==> config.mk <==
export PLATFORM = sky130hd
export DESIGN_NAME = mbwp_queue
export DESIGN_NICKNAME = d
export VERILOG_FILES = /design/src/rtl/mbwp_pkg.sv /design/src/rtl/mbwp_queue.sv
export SDC_FILE = /design/constraint.sdc
export NUM_CORES = 1
export LEC_CHECK = 0
export BUFFER_PORTS_ARGS = -buffer_cell sky130_fd_sc_hd__buf_2
export CAP_MARGIN = 0
export CORE_ASPECT_RATIO = 1.5
export CORE_UTILIZATION = 51
export CTS_CLUSTER_DIAMETER = 200
export DETAILED_ROUTE_END_ITERATION = 10
export PLACE_DENSITY = 0.86
export SETUP_SLACK_MARGIN = 0.3
export SYNTH_ARGS = -nofsm -noshare
export SYNTH_HDL_FRONTEND = slang
export SYNTH_SLANG_ARGS = --single-unit
export TNS_END_PERCENT = 50
==> constraint.sdc <==
create_clock -name clk -period 3.7 [get_ports clk]
set_clock_uncertainty 0.15 [all_clocks]
set_input_delay 0 -clock clk [delete_from_list [all_inputs] [get_ports clk]]
set_output_delay 0 -clock clk [all_outputs]
set_load 0.05 [all_outputs]
==> src/rtl/mbwp_pkg.sv <==
// Shared constants, types and word formats of the multichannel boxcar averager.
package mbwp_pkg;

    localparam int CHANNELS    = 13;
    localparam int FILTER_LEN  = 16;
    localparam int PEAK_DEPTH  = 50;
    localparam int QUEUE_DEPTH = 2;

    localparam int CHF_W    = 4;
    localparam int SAMPLE_W = 16;
    localparam int PEAK_W   = 8;

    localparam int CH_W       = (CHANNELS > 1) ? $clog2(CHANNELS) : 1;
    localparam int POS_W      = $clog2(FILTER_LEN);
    localparam int SUM_W      = SAMPLE_W + POS_W;
    localparam int RING_DEPTH = CHANNELS * FILTER_LEN;
    localparam int RING_AW    = $clog2(RING_DEPTH);
    localparam int PK_W       = $clog2(PEAK_DEPTH);
    localparam int Q_AW       = $clog2(QUEUE_DEPTH);

    typedef enum logic [1:0] {
        KIND_DROP,
        KIND_AVG,
        KIND_PEAK
    } kind_t;

    typedef struct packed {
        logic [CHF_W-1:0]    channel;
        logic [SAMPLE_W-1:0] sample;
        kind_t               kind;
    } word_t;

endpackage

==> src/rtl/mbwp_queue.sv <==
// Short word queue between the input stage and the filter engine.
module mbwp_queue (
    input  logic            clk,
    input  logic            rst_n,
    input  logic            push,
    input  mbwp_pkg::word_t push_word,
    output logic            full,
    input  logic            pop,
    output logic            q_valid,
    output mbwp_pkg::word_t q_word
);

    mbwp_pkg::word_t               entry_reg [mbwp_pkg::QUEUE_DEPTH];
    logic [mbwp_pkg::Q_AW-1:0]     wr_ptr_reg;
    logic [mbwp_pkg::Q_AW-1:0]     rd_ptr_reg;
    logic [mbwp_pkg::Q_AW:0]       count_reg;
    logic [mbwp_pkg::Q_AW:0]       count_next;
    logic                          do_push;
    logic                          do_pop;

    assign full    = (32'(count_reg) == mbwp_pkg::QUEUE_DEPTH);
    assign q_valid = (count_reg != '0);
    assign q_word  = entry_reg[rd_ptr_reg];
    assign do_push = push && !full;
    assign do_pop  = pop && q_valid;

    always_comb
    begin
        count_next = count_reg;
        if (do_push && !do_pop)
        begin
            count_next = count_reg + 1'b1;
        end
        else if (do_pop && !do_push)
        begin
            count_next = count_reg - 1'b1;
        end
    end

    always_ff @(posedge clk or negedge rst_n)
    begin
        if (!rst_n)
        begin
            wr_ptr_reg <= '0;
            rd_ptr_reg <= '0;
            count_reg  <= '0;
            for (int i = 0; i < mbwp_pkg::QUEUE_DEPTH; i++)
            begin
                entry_reg[i] <= '0;
            end
        end
        else
        begin
            count_reg <= count_next;
            if (do_push)
            begin
                entry_reg[wr_ptr_reg] <= push_word;
                wr_ptr_reg            <= wr_ptr_reg + 1'b1;
            end
            if (do_pop)
            begin
                rd_ptr_reg <= rd_ptr_reg + 1'b1;
            end
        end
    end

endmodule

==> out/results.tsv, run 1 <==
stage	metric	value	unit
finish	nets	236	
critical_path	crit_arrival	2.25	ns
sta	worst_pin_slew	1.15	ns
cts	cts.sinks	48	
route	drtPass1Iterations	2	
synth	synthDistinctLibCells	15	
route	route.antenna.remaining_nets	0	
finish	final_common_cell	mux2_2	
finish	drive_above_1_share	60.5	%
placed_design	place_congestion	0.626	
min_path	min_path_type	input port to async pin	
placed_design	port_buffers	49	
route	drc	0	
floorplan	ios	50	
sta	rsz0062_at_grt	false	
floorplan	core_area	3960	um^2
synth	syn_area_per_cell	15.7	um^2
cts	cts_tree	done	
grt	grt_antenna_before_repair	0	
grt	grt_overflow	0	
placed_design	place_hpwl	2.60	mm
synth	netlist_area	2120	um^2
cts	h-tree-depth	2	
cts	clk_path_buf_depth	2	
sta	slew_viol_final	0	
cts	clk_pin_slew	0.08	ns
route	totalWireLength	4.12	mm
synth	synth-seq-area-share	56.6	%
sta	final.min_clock_period	2.22	ns
critical_path	crit_required	3.73	ns
floorplan	fp.dieW	54.7	um
floorplan	die-area	4430	um^2
synth	synth_seq_cells	48	
finish	syn_to_final_growth	27.5	%
sta	slew_headroom	23.4	%
cts	clk_latency	0.29	ns
synth	yosysWarnings	0	
sta	max_freq	0.451	GHz
sta	hold_viol_final	0	
grt	grt_pass1_wl	6.39	mm
critical_path	r2r_end	entry_reg[38]	
route	vias	1343	
finish	layout_common_cells	66 x mux2_2, 49 x buf_2, 48 x dfrtp_1	
grt	grt_pass1_vias	1422	
sta	setup_viol	0	
run	drv_cap	0	
critical_path	critPathMaxFanout	22	
sta	min_period_over_period	59.9	%
critical_path	r2r-start	count_reg[0]	
floorplan	die_h	81.0	um
critical_path	critPathKind	register to register	
run_status	status	completed	
critical_path	rrSetupSlack	1.48	ns
finish	fillers	291	
floorplan	rows	28	
sta	fin_hold_ws	0.258	ns
critical_path	r2r_cells	4	
grt	grt_max_degree	49	
route	wl_per_cell	16.2	um
route	drt_iter0_drc	30	
cts	cts-root-buf	clkbuf_8	
route	viasPerCell	5.27	
synth	syn_inst	135	
sta	fin_ws	1.48	ns
finish	largest_reg_flops	44	
sta	setup_tns	0	ns
finish	num_antenna_cells	0	
critical_path	critPathLaunchType	register	
floorplan	initial_core_util	53.6	%
cts	cts_made_buffers	5	
placed_design	pre_cts_ws	1.48	ns
synth	synthesis.nets	162	
cts	ctsResizeCount	0	
grt	track_usage	20.8	%
critical_path	critPathCaptureType	register	
## kinds of logic (layout without fill, tap and decap cells)
logic type    after synthesis  in the layout  share of synthesized area [%]
flops                      48             48                           56.6
fa+ha+maj                   1              1                          0.589
simple gates                7              7                           2.77
xor+xnor                    5              5                           2.06
mux                        66             66                           35.0
buf+inv                     8             83                           3.00
## critical path: stages, from the launching register on
cell,delay [ns]
dfrtp_1,0.41
nand2b_4,0.16
inv_2,0.05
nor3b_4,0.91
mux2_2,0.43
## layout make-up
cell class,count,area [um^2],share of cell area (%)
clock inverter,2,10.0,0.370
multi-input combinational,79,858,31.7
inverter,1,3.75,0.139
sequential,48,1200,44.4
tap,45,56.3,2.08
timing repair buffer,74,495,18.3
clock buffer,6,82.6,3.05
## cell usage after synthesis
cell type | n | area (um^2)
and2_1 | 1 | 6.26
and3_1 | 1 | 6.26
buf_2 | 3 | 15.0
buf_6 | 4 | 45.0
dfrtp_1 | 48 | 1200
ha_1 | 1 | 12.5
inv_2 | 1 | 3.75
mux2_2 | 66 | 743
nand2_1 | 1 | 3.75
nand2b_4 | 1 | 13.8
nor2_1 | 1 | 3.75
nor3b_4 | 1 | 18.8
or2_2 | 1 | 6.26
xnor2_1 | 2 | 17.5
xor2_1 | 3 | 26.3
## routing by layer
layer / track usage (%) / part of all wire, % / wire length [um]
met5: 0 / 0 / 0
met4: 7.69 / 1.5 / 63
met3: 4.49 / 4.0 / 163
met2: 38.2 / 55 / 2260
met1: 21.8 / 40 / 1630
## per-stage QoR
stage,cells,util (%),instance area (um^2)
6_report,255,68.4,2710
5_1_grt,255,68.4,2710
4_1_cts,255,68.4,2710
3_5_place_dp,222,59.7,2360
3_3_place_gp,222,59.7,2360
2_1_floorplan,135,-,2120
## how the worst max path moves through the flow
stage | startpoint | slack, ns | endpoint
final | count_reg[0] | 1.48 | entry_reg[38]
after global routing | count_reg[0] | 1.37 | entry_reg[38]
after CTS | count_reg[0] | 1.47 | entry_reg[38]
after detailed placement | count_reg[0] | 1.48 | entry_reg[38]
after global placement | count_reg[0] | 1.56 | entry_reg[34]
after floorplan | count_reg[1] | 1.96 | count_reg[1]
## what timing repair did
item                                   CTS  global route
endpoints found under the hold margin   94             0
hold buffers                            25             0
setup buffers                            0             0
Power of run 1 is not shown: default switching activity piles up to over one toggle a cycle in this logic, so the estimate is an artifact.
==> run 2, diff against run 1 <==
clock period = 2.2 ns   (was 3.7 ns; I/O delays follow)
==> out/results.tsv, run 2 (synthesis results as in run 1) <==
stage	metric	value	unit	change
cts	cts.sinks	48		unchanged
sta	setup_viol	0		unchanged
finish	final_common_cell	mux2_2		unchanged
critical_path	crit_end	entry_reg[25]		was entry_reg[38]
floorplan	die_h	81.0	um	unchanged
cts	cts_made_buffers	5		unchanged
floorplan	die-area	4430	um^2	unchanged
grt	gr-usage-met2	39.2	%	was 38.2%
floorplan	ios	50		unchanged
finish	final_area	2750	um^2	was 2710 um^2
min_path	min_path_type	input port to async pin		unchanged
cts	h-tree-depth	2		unchanged
cts	clk_path_buf_depth	2		unchanged
critical_path	r2r_end	entry_reg[25]		was entry_reg[38]
finish	drive_above_1_share	61.6	%	was 60.5%
critical_path	critPathCaptureType	register		unchanged
critical_path	crit_required	2.23	ns	was 3.73 ns
placed_design	dpl-instance-area	2410	um^2	was 2360 um^2
critical_path	slowest_stage	dfrtp_1		was nor3b_4
critical_path	slowest_delay	0.42	ns	was 0.91 ns
sta	final.min_clock_period	1.71	ns	was 2.22 ns
sta	worst_pin_slew	1.03	ns	was 1.15 ns
cts	postCtsSetupBuffers	0		unchanged
critical_path	crit_arrival	1.74	ns	was 2.25 ns
finish	multiInputGateArea	858	um^2	unchanged
grt	gr-max-usage-layer	met2		unchanged
critical_path	r2r-start	count_reg[0]		unchanged
route	wl_per_cell	16.0	um	was 16.2 um
grt	grt_overflow	0		unchanged
cts	ctsResizeCount	0		unchanged
finish	layout_common_cells	66 x mux2_2, 49 x buf_2, 48 x dfrtp_1		unchanged
route	vias	1356		was 1343
floorplan	initial_core_util	53.6	%	unchanged
grt	met1_usage	20.3	%	was 21.8%
placed_design	place_hpwl	2.88	mm	was 2.60 mm
placed_design	port_buffers	49		unchanged
sta	slew_viol_final	0		unchanged
floorplan	core_area	3960	um^2	unchanged
cts	cts_hold_buf	25		unchanged
finish	seq_area	1200	um^2	unchanged
sta	rsz0062_at_grt	false		unchanged
route	totalWireLength	4.17	mm	was 4.12 mm
route	drc	0		unchanged
critical_path	critPathLaunchType	register		unchanged
sta	setup_tns	0	ns	unchanged
critical_path	critPathMaxFanout	15		was 22
grt	grt_pass1_vias	1490		was 1422
route	drtPass1Iterations	4		was 2
sta	max_freq	0.585	GHz	was 0.451 GHz
run	drv_cap	0		unchanged
grt	use_met3	6.18	%	was 4.49%
floorplan	fp.dieW	54.7	um	unchanged
finish	final_util	69.5	%	was 68.4%
grt	grt_pass1_wl	6.41	mm	was 6.39 mm
critical_path	startpoint	count_reg[0]		unchanged
sta	min_period_over_period	77.7	%	was 59.9%
finish	fillers	285		was 291
route	route.antenna.remaining_nets	0		unchanged
finish	syn_to_final_growth	29.6	%	was 27.5%
cts	cts_tree	done		unchanged
route	drt_iter0_drc	26		was 30
critical_path	r2r_cells	5		was 4
finish	num_antenna_cells	0		unchanged
placed_design	place_congestion	0.628		was 0.626
critical_path	crit_chain	nand2b_4, inv_2, nor3b_4, buf_4, mux2_2		was nand2b_4, inv_2, nor3b_4, mux2_2
critical_path	critPathKind	register to register		unchanged
grt	grt_max_degree	49		unchanged
finish	largest_reg_flops	44		unchanged
cts	clk_pin_slew	0.08	ns	about the same
grt	grt_antenna_before_repair	0		unchanged
grt	track_usage	20.5	%	was 20.8%
sta	slew_headroom	31.6	%	was 23.4%
cts	cts-root-buf	clkbuf_8		unchanged
floorplan	rows	28		unchanged
cts	clk_latency	0.29	ns	about the same
critical_path	rrSetupSlack	0.49	ns	was 1.48 ns
sta	hold_viol_final	0		unchanged
run_status	status	completed		unchanged
route	viasPerCell	5.20		was 5.27
finish	nets	242		was 236
-- run 2: cell types whose count changed in the layout (fill, tap and decap cells not counted) --
| cell | delta |
|---|---|
| buf_4 | +6 |
-- run 2: worst max-delay path, delay by kind of cell (launching register included) --
kind / cells / cell delay, ns
buffers and inverters: 2 / 0.32
AND/OR/NAND/NOR: 2 / 0.35
multiplexers: 1 / 0.37
flip-flops: 1 / 0.42
-- run 2: per-stage QoR --
step,hold WS [ns],setup slack (ns),instances
floorplan,-0.446,0.459,135
global placement,0.0455,0.554,228
detailed placement,0.0812,0.487,228
CTS,0.297,0.472,261
global route,0.337,0.428,261
finish,0.265,0.491,261
-- run 2: how the worst min path moves through the flow --
stage	start	to	slack (ns)
after floorplan	rst_n	count_reg[0]	-0.45
after global placement	rst_n	entry_reg[8]	0.05
after detailed placement	rst_n	entry_reg[21]	0.08
after CTS	rst_n	entry_reg[5]	0.30
after global routing	push_word[9]	entry_reg[31]	0.34
final	rst_n	entry_reg[8]	0.26
-- run 2: area by class of cell --
class	instances	share of cell area (%)
Sequential cell	48	43.6
Inverter	1	0.136
Timing Repair Buffer	80	19.6
Multi-Input combinational cell	79	31.2
Clock inverter	2	0.364
Tap cell	45	2.05
Clock buffer	6	3.00
-- run 2: layer usage --
| metal | vias to the layer above | wire (um) |
|---|---|---|
| li1 | 633 | - |
| met1 | 678 | 1550 |
| met2 | 39 | 2390 |
| met3 | 6 | 196 |
| met4 | 0 | 38 |
| met5 | - | 0 |
Power of run 2 is left out for the same reason.
