<file path="config.mk">
export PLATFORM = sky130hd
export DESIGN_NAME = mbwp_front
export DESIGN_NICKNAME = d
export VERILOG_FILES = /design/src/rtl/mbwp_pkg.sv /design/src/rtl/mbwp_front.sv
export SDC_FILE = /design/constraint.sdc
export NUM_CORES = 1
export LEC_CHECK = 0
export ABC_AREA = 1
export BUFFER_PORTS_ARGS = -buffer_cell sky130_fd_sc_hd__buf_2
export CORE_ASPECT_RATIO = 0.8
export CORE_UTILIZATION = 40
export CTS_CLUSTER_SIZE = 40
export DETAILED_ROUTE_END_ITERATION = 8
export PLACE_DENSITY = 0.74
export SLEW_MARGIN = 20
export SYNTH_ARGS = -nofsm -noshare
export SYNTH_HDL_FRONTEND = slang
export SYNTH_SLANG_ARGS = --single-unit
</file>
<file path="constraint.sdc">
create_clock -name clk -period 1 [get_ports clk]
set_input_delay 0.2 -clock clk [delete_from_list [all_inputs] [get_ports clk]]
set_output_delay 0.2 -clock clk [all_outputs]
set_load 0.02 [all_outputs]
</file>
<file path="src/rtl/mbwp_pkg.sv">
// Shared constants, types and word formats of the multichannel boxcar averager.
package mbwp_pkg;

    localparam int CHANNELS    = 13;
    localparam int FILTER_LEN  = 16;
    localparam int PEAK_DEPTH  = 50;
    localparam int QUEUE_DEPTH = 2;

    localparam int CHF_W    = 4;
    localparam int SAMPLE_W = 16;
    localparam int PEAK_W   = 8;

    localparam int CH_W       = (CHANNELS > 1) ? $clog2(CHANNELS) : 1;
    localparam int POS_W      = $clog2(FILTER_LEN);
    localparam int SUM_W      = SAMPLE_W + POS_W;
    localparam int RING_DEPTH = CHANNELS * FILTER_LEN;
    localparam int RING_AW    = $clog2(RING_DEPTH);
    localparam int PK_W       = $clog2(PEAK_DEPTH);
    localparam int Q_AW       = $clog2(QUEUE_DEPTH);

    typedef enum logic [1:0] {
        KIND_DROP,
        KIND_AVG,
        KIND_PEAK
    } kind_t;

    typedef struct packed {
        logic [CHF_W-1:0]    channel;
        logic [SAMPLE_W-1:0] sample;
        kind_t               kind;
    } word_t;

endpackage

</file>
<file path="src/rtl/mbwp_front.sv">
// Input stage: take a word, classify it and hand it to the queue.
module mbwp_front (
    input  logic                              clk,
    input  logic                              rst_n,
    input  logic                              in_valid,
    output logic                              in_stall,
    input  logic [mbwp_pkg::CHF_W-1:0]        channel,
    input  logic [mbwp_pkg::SAMPLE_W-1:0]     sample,
    input  logic [mbwp_pkg::CHF_W-1:0]        peak_channel,
    output logic                              push,
    output mbwp_pkg::word_t                   push_word,
    input  logic                              q_full
);

    logic            valid_reg;
    logic            valid_next;
    mbwp_pkg::word_t word_reg;
    mbwp_pkg::word_t word_next;
    logic            accept;

    assign in_stall = valid_reg && q_full;
    assign accept   = in_valid && !in_stall;
    assign push     = valid_reg && !q_full;

    always_comb
    begin
        word_next         = word_reg;
        valid_next        = valid_reg;
        if (push)
        begin
            valid_next = 1'b0;
        end
        if (accept)
        begin
            valid_next        = 1'b1;
            word_next.channel = channel;
            word_next.sample  = sample;
            if (32'(channel) >= mbwp_pkg::CHANNELS)
            begin
                word_next.kind = mbwp_pkg::KIND_DROP;
            end
            else if (channel == peak_channel)
            begin
                word_next.kind = mbwp_pkg::KIND_PEAK;
            end
            else
            begin
                word_next.kind = mbwp_pkg::KIND_AVG;
            end
        end
    end

    always_ff @(posedge clk or negedge rst_n)
    begin
        if (!rst_n)
        begin
            valid_reg <= 1'b0;
            word_reg  <= '0;
        end
        else
        begin
            valid_reg <= valid_next;
            word_reg  <= word_next;
        end
    end

    assign push_word = word_reg;

endmodule

</file>
==> summary.md, run 1 <==
| Metric | Value |
|---|---|
| Cell Area, Synth | `1050 µm²` |
| Die area | `2830 µm²` |
| Outcome | `finished with violations` |
| Largest family of logic cells by synthesized area | `simple AND/OR/NAND/NOR gates` |
| GPL Wtd Cong | `0.709` |
| Slowest CP cell | `dfrtp_1` |
| Crit Reg-Reg Startpoint | `valid_reg$_DFFE_PN0P_` |
| Core ar. | `2460 µm²` |
| Final setup violation count | `46` |
| Root buf cell | `clkbuf_4` |
| Hold Vio Cnt, Final | `0` |
| Synth Area in XOR/XNOR | `0` |
| Initial antenna violation count | `0` |
| Worst hold path cell count | `3` |
| HP Class | `in2reg` |
| Setup ws final | `-0.269 ns` |
| Clock Pin Slew Worst Setup and Hold Paths | `0.12 ns` |
| RSZ-0062 raised after global routing | `yes` |
| Bufs on Longest Clock Path | `2` |
| Post-synthesis sequential area ratio | `0.550` |
| Final net count | `221` |
| MaxCap Viol Count | `0` |
| Synth top area cells | `dfrtp_1 (55%), nand2_1 (20%), nand3_1 (8.1%)` |
| CP top delay family | `flip-flops` |
| Final WL | `3140 µm` |
| Req. time, crit path | `0.80 ns` |
| CTS tree | `yes` |
| Most used DFF post-synth | `dfrtp_1` |
| Post-synth ARST share | `1.00` |
| Crit. End Element | `primary output` |
| DR pass1 iterations | `4` |
| Via count | `1090` |
| 1st-iter DRT viols | `27` |
| WL/cell | `13.8 µm` |
| Gr usage total | `0.201` |
| Largest register FFs | `22` |
| Tcrit/Tclk final | `1.27` |
| CP Cell Sequence | `inv_1 -> nor2_1 -> buf_4` |
| Min-Delay Endpoint | `push_word[14]$_DFFE_PN0P_` |
| Post-synth EDFFs | `0` |
| Die Height | `47.8 µm` |
| Failing checks | `negative setup slack` |
| Final Non-Filler Cells | `228` |
| Antenna Cells | `0` |
| Cell Count Post-Placement | `207` |
| Leading area contributor after synthesis | `dfrtp_1` |
| Global-route wire length before repair | `4110 µm` |
| Rows | `16` |
| Routed Antenna Nets | `0` |
| R2R Path End | `push_word[6]$_DFFE_PN0P_` |
| Critical Path Start Type | `flip-flop` |
| Clk Latency, worst-skew pair | `0.32 ns` |
| CP Class | `reg2out` |
| Final setup skew | `0.00580 ns` |
| Static Leak | `0.998 nW` |
| Worst stage delay on the critical path | `0.41 ns` |
| Synth Area in Compound Gates | `0.0227` |
| Net count after synthesis | `151` |
| Bufs and invs on worst path | `2` |
| Yosys cell types | `15` |
| Mux cell area share after synthesis | `0` |
| Num CTS Buffers | `3` |
| H-Tree Level Count | `1` |
| Post-route DRC | `0` |
| IO Pins | `52` |
| Post-route total power | `2.63 mW` |
| Setup slack on the worst flop-to-flop path | `-0.12 ns` |
| Die W | `59.2 µm` |
| VDD IR max | `1.09 mV` |
| Worst Tran Pin Value | `0.516 ns` |
| Synth cell count leaders | `nand2_1 (55), dfrtp_1 (23), nand3_1 (17)` |
| Port buffer count | `51` |
| Initial Util | `0.425` |
| Avg Vias per Cell | `4.78` |
| Vias in the first global route | `916` |
| Max-slew violations | `0` |
| Detail Placement HPWL | `1700 µm` |
| Critical path arrival | `1.07 ns` |
| Reg2Reg Depth | `5` |
| Gate Count Post-Synth | `123` |
| Count leader, synth | `nand2_1` |
| Average size of a mapped cell | `8.51 µm²` |
| Max Clk Rate | `0.788 GHz` |
| Crit Path Max Fanout | `2` |
| Pwr Density | `1440 nW/µm²` |
| Worst Min Path Start | `sample[12]` |
| Simple-Gate Fraction of Synth Area | `0.338` |
| Yosys reg bits | `23` |
| Largest net degree at the start of global routing | `24` |
| Share of post-route cells with drive strength above 1 | `0.557` |
| CTS sink cnt | `23` |
| Yosys warning total | `0` |
| Layout Area Growth over Synthesis | `74.8%` |
| Minimum clock period | `1.27 ns` |
| Adder-Cell Fraction of Synth Area | `0` |
| Area share of the largest cell type after synthesis | `0.550` |
| Slew Limit Headroom | `0.656` |
| GR Overflow Total | `0` |
worst max path at each step:
stage | start | endpoint | depth (start not counted)
after floorplan | valid_reg$_DFFE_PN0P_ | in_stall | 3
after global placement | valid_reg$_DFFE_PN0P_ | push_word[1]$_DFFE_PN0P_ | 5
after detailed placement | valid_reg$_DFFE_PN0P_ | push_word[1]$_DFFE_PN0P_ | 5
after CTS | valid_reg$_DFFE_PN0P_ | push | 3
after global routing | valid_reg$_DFFE_PN0P_ | push | 3
final | valid_reg$_DFFE_PN0P_ | push | 3
worst register-to-register path, cell delays in order (launching register included):
cell and delay (ns):
dfrtp_1 0.43, nand2_4 0.09, buf_12 0.17, clkbuf_16 0.19, nand3_2 0.08, nand2_1 0.11
stage by stage:
stage / utilization / area (µm²) / TNS (ns) / setup slack [ns] / hold slack [ns]
final: 0.743 / 1830 / -3.15 / -0.269 / 0.101
after global routing: 0.743 / 1830 / -4.97 / -0.329 / 0.0862
after CTS: 0.643 / 1580 / -2.38 / -0.216 / 0.115
after detailed placement: 0.530 / 1310 / 0 / 0.0153 / 0.199
after global placement: 0.530 / 1310 / 0 / 0.0442 / 0.189
after floorplan: - / 1050 / 0 / 0.0139 / -0.0956
cells by family (layout without fill, tap and decap cells):
group,after synthesis,count (layout)
AOI/OAI and AO/OA,4,4
buffers and inverters,15,81
DFF,23,23
and+or+nand+nor,81,84
area by class of cell:
type	instances	area, µm²
fill	153	632
multi-input combinational	88	578
sequential	23	576
timing repair buffer	67	567
tap	36	45.0
inverter	10	37.5
clock buffer	3	22.5
clock inverter	1	5.00
cells in the final DEF (no fill, tap or decap):
cell	n
o21ai_2	3
nor2_1	5
o21ai_1	1
inv_1	9
clkinv_2	1
buf_4	13
nand2_4	4
buf_2	27
nand3_2	15
clkbuf_4	3
nand2_2	8
nor2_4	1
dlygate4sd3_1	1
nand2_8	4
buf_6	23
nand2_1	45
inv_2	1
clkbuf_16	1
buf_12	2
nand3_4	1
nand3_1	1
dfrtp_1	23
report_power, final:
| group | switching, mW | internal, mW |
|---|---|---|
| logic | 0.522 | 0.508 |
| registers | 0.110 | 1.05 |
| clock network | 0.283 | 0.150 |
repair_timing:
action	4_1_cts	5_1_grt
gates resized for setup	49	45
setup endpoints to repair	25	47
endpoints found under the hold margin	23	0
gates cloned	2	2
pin swaps	2	18
setup buffers	8	5
hold buffers	1	0
metal layers:
metal | share of wire | vias up | wire length, µm | track usage
li1 | - | 526 | - | -
met1 | 0.40 | 516 | 1260 | 0.257
met2 | 0.54 | 39 | 1680 | 0.351
met3 | 0.045 | 9 | 143 | 0.0622
met4 | 0.019 | 0 | 61 | 0.0286
met5 | 0 | - | 0 | 0
Note: power is estimated with default switching activity, not from simulation.
==> run 2: changes to the inputs <==
Settings changed: GPL_ROUTABILITY_DRIVEN set to 0, RECOVER_POWER set to 100.
==> summary.md, run 2 (synthesized netlist as in run 1, its figures left out) <==
| Metric | Value |
|---|---|
| Outcome | `finished with violations` |
| Failing checks | `negative setup slack` |
| Reg2Reg Depth | `5` |
| Final Non-Filler Cells | `228` |
| Most frequent cells in the layout | `nand2_1 (45), buf_2 (26), buf_6 (23), dfrtp_1 (23), nand3_2 (15)` |
| Cell Count Post-Placement | `207` |
| Share of post-route cells with drive strength above 1 | `0.557` |
| Min-Delay Endpoint | `push_word[14]$_DFFE_PN0P_` |
| Die area | `2830 µm²` |
| Pwr Density | `1440 nW/µm²` |
| Req. time, crit path | `0.80 ns` |
| Rows | `16` |
| Root buf cell | `clkbuf_4` |
| Final setup skew | `0.00581 ns` |
| DR pass1 iterations | `4` |
| Post-route DRC | `0` |
| Avg Vias per Cell | `4.78` |
| Final setup violation count | `46` |
| Worst Min Path Start | `sample[12]` |
| CP Cell Sequence | `inv_1 -> nor2_1 -> buf_4` |
| Routed Antenna Nets | `0` |
| Layout Area Growth over Synthesis | `74.3%` |
| Bufs on Longest Clock Path | `2` |
| IO Pins | `52` |
| Pre-CTS WS | `0.0153 ns` |
| CTS tree | `yes` |
| Global-route wire length before repair | `4110 µm` |
| Max Clk Rate | `0.788 GHz` |
| Slowest CP cell | `dfrtp_1` |
| CP top delay family | `flip-flops` |
| Crit. End Element | `primary output` |
| Largest register FFs | `22` |
| Worst Setup SP | `valid_reg$_DFFE_PN0P_` |
| Vias in the first global route | `916` |
| Detail Placement HPWL | `1700 µm` |
| Final WL | `3150 µm` |
| Area taken by multi-input logic gates | `578 µm²` |
| Critical path arrival | `1.07 ns` |
| Worst hold path cell count | `3` |
| Commonest non-fill, non-tap cell in the layout | `nand2_1` |
| Final net count | `221` |
| Initial Util | `0.425` |
| Setup TNS | `-3.83 ns` |
| H-Tree Level Count | `1` |
| Port buffer count | `51` |
| Crit Reg-Reg Startpoint | `valid_reg$_DFFE_PN0P_` |
| Max-slew violations | `0` |
| Initial antenna violation count | `0` |
| CP Class | `reg2out` |
| Largest net degree at the start of global routing | `24` |
| Num CTS Buffers | `3` |
| Via count | `1090` |
| HP Class | `in2reg` |
| Setup ws final | `-0.269 ns` |
| Bufs and invs on worst path | `2` |
| CTS sink cnt | `23` |
| Die Height | `47.8 µm` |
| Clk Latency, worst-skew pair | `0.32 ns` |
| Slew Limit Headroom | `0.616` |
| Minimum clock period | `1.27 ns` |
| Static Leak | `0.996 nW` |
| Clock Pin Slew Worst Setup and Hold Paths | `0.12 ns` |
| Hold Vio Cnt, Final | `0` |
| Die W | `59.2 µm` |
| Crit Path Max Fanout | `2` |
| Worst Tran Pin Value | `0.577 ns` |
| Tcrit/Tclk final | `1.27` |
| MaxCap Viol Count | `0` |
| VDD IR max | `1.09 mV` |
| WL/cell | `13.8 µm` |
| Setup slack on the worst flop-to-flop path | `-0.15 ns` |
| Final core utilization | `0.741` |
| R2R Path End | `push_word[6]$_DFFE_PN0P_` |
| Critical Path Start Type | `flip-flop` |
| 1st-iter DRT viols | `27` |
| Fillers | `154` |
| RSZ-0062 raised after global routing | `yes` |
| Core ar. | `2460 µm²` |
| Gr usage total | `0.201` |
| Antenna Cells | `0` |
| GR Overflow Total | `0` |
| Worst stage delay on the critical path | `0.41 ns` |
| Reg area | `576 µm²` |
| Post-route total power | `2.62 mW` |
## run 2: cell types whose count changed in the layout (fill, tap and decap cells not counted), sizes merged
cell    before  now
clkbuf       4    5
buf         65   64
## run 2: layout make-up
class | count | share of cell area
Sequential cell | 23 | 0.315
Timing Repair Buffer | 67 | 0.308
Multi-Input combinational cell | 88 | 0.317
Clock inverter | 1 | 0.00274
Clock buffer | 3 | 0.0123
Tap cell | 36 | 0.0247
Inverter | 10 | 0.0206
## run 2: worst max path at each step
stage / cells after the start / endpoint / slack, ns
global route: 3 / push / -0.33
floorplan: 3 / in_stall / 0.01
detailed placement: 5 / push_word[1]$_DFFE_PN0P_ / 0.02
finish: 3 / push / -0.27
global placement: 5 / push_word[1]$_DFFE_PN0P_ / 0.04
CTS: 3 / push / -0.22
## run 2: what timing repair did
item | in CTS | in global routing
buffers inserted | 8 | 5
hold buffers | 1 | 0
endpoints found under the setup margin | 25 | 47
cloned | 2 | 2
gates resized for setup | 49 | 45
hold endpoints to repair | 23 | 0
pin swaps | 2 | 18
## run 2: tightest hold or removal path, cell delays in order
cell and delay, ns:
buf_2 0.08, nand3_2 0.06, nand2_1 0.05
## run 2: power by group
group	switching, mW	internal (mW)	total (mW)
clock	0.283	0.150	0.433
sequential	0.110	1.05	1.16
combinational	0.521	0.504	1.03
## run 2: routing by layer
layer,share of wire,routed length (µm),GRT usage
met5,0,0,0
met4,0.019,61,0.0286
met3,0.045,143,0.0622
met2,0.54,1680,0.351
met1,0.40,1260,0.257
## run 2: metrics by stage
stage / hold slack [ns] / area, µm²
finish: 0.101 / 1830
global route: 0.0862 / 1830
CTS: 0.115 / 1580
detailed placement: 0.199 / 1310
global placement: 0.189 / 1310
floorplan: -0.0956 / 1050
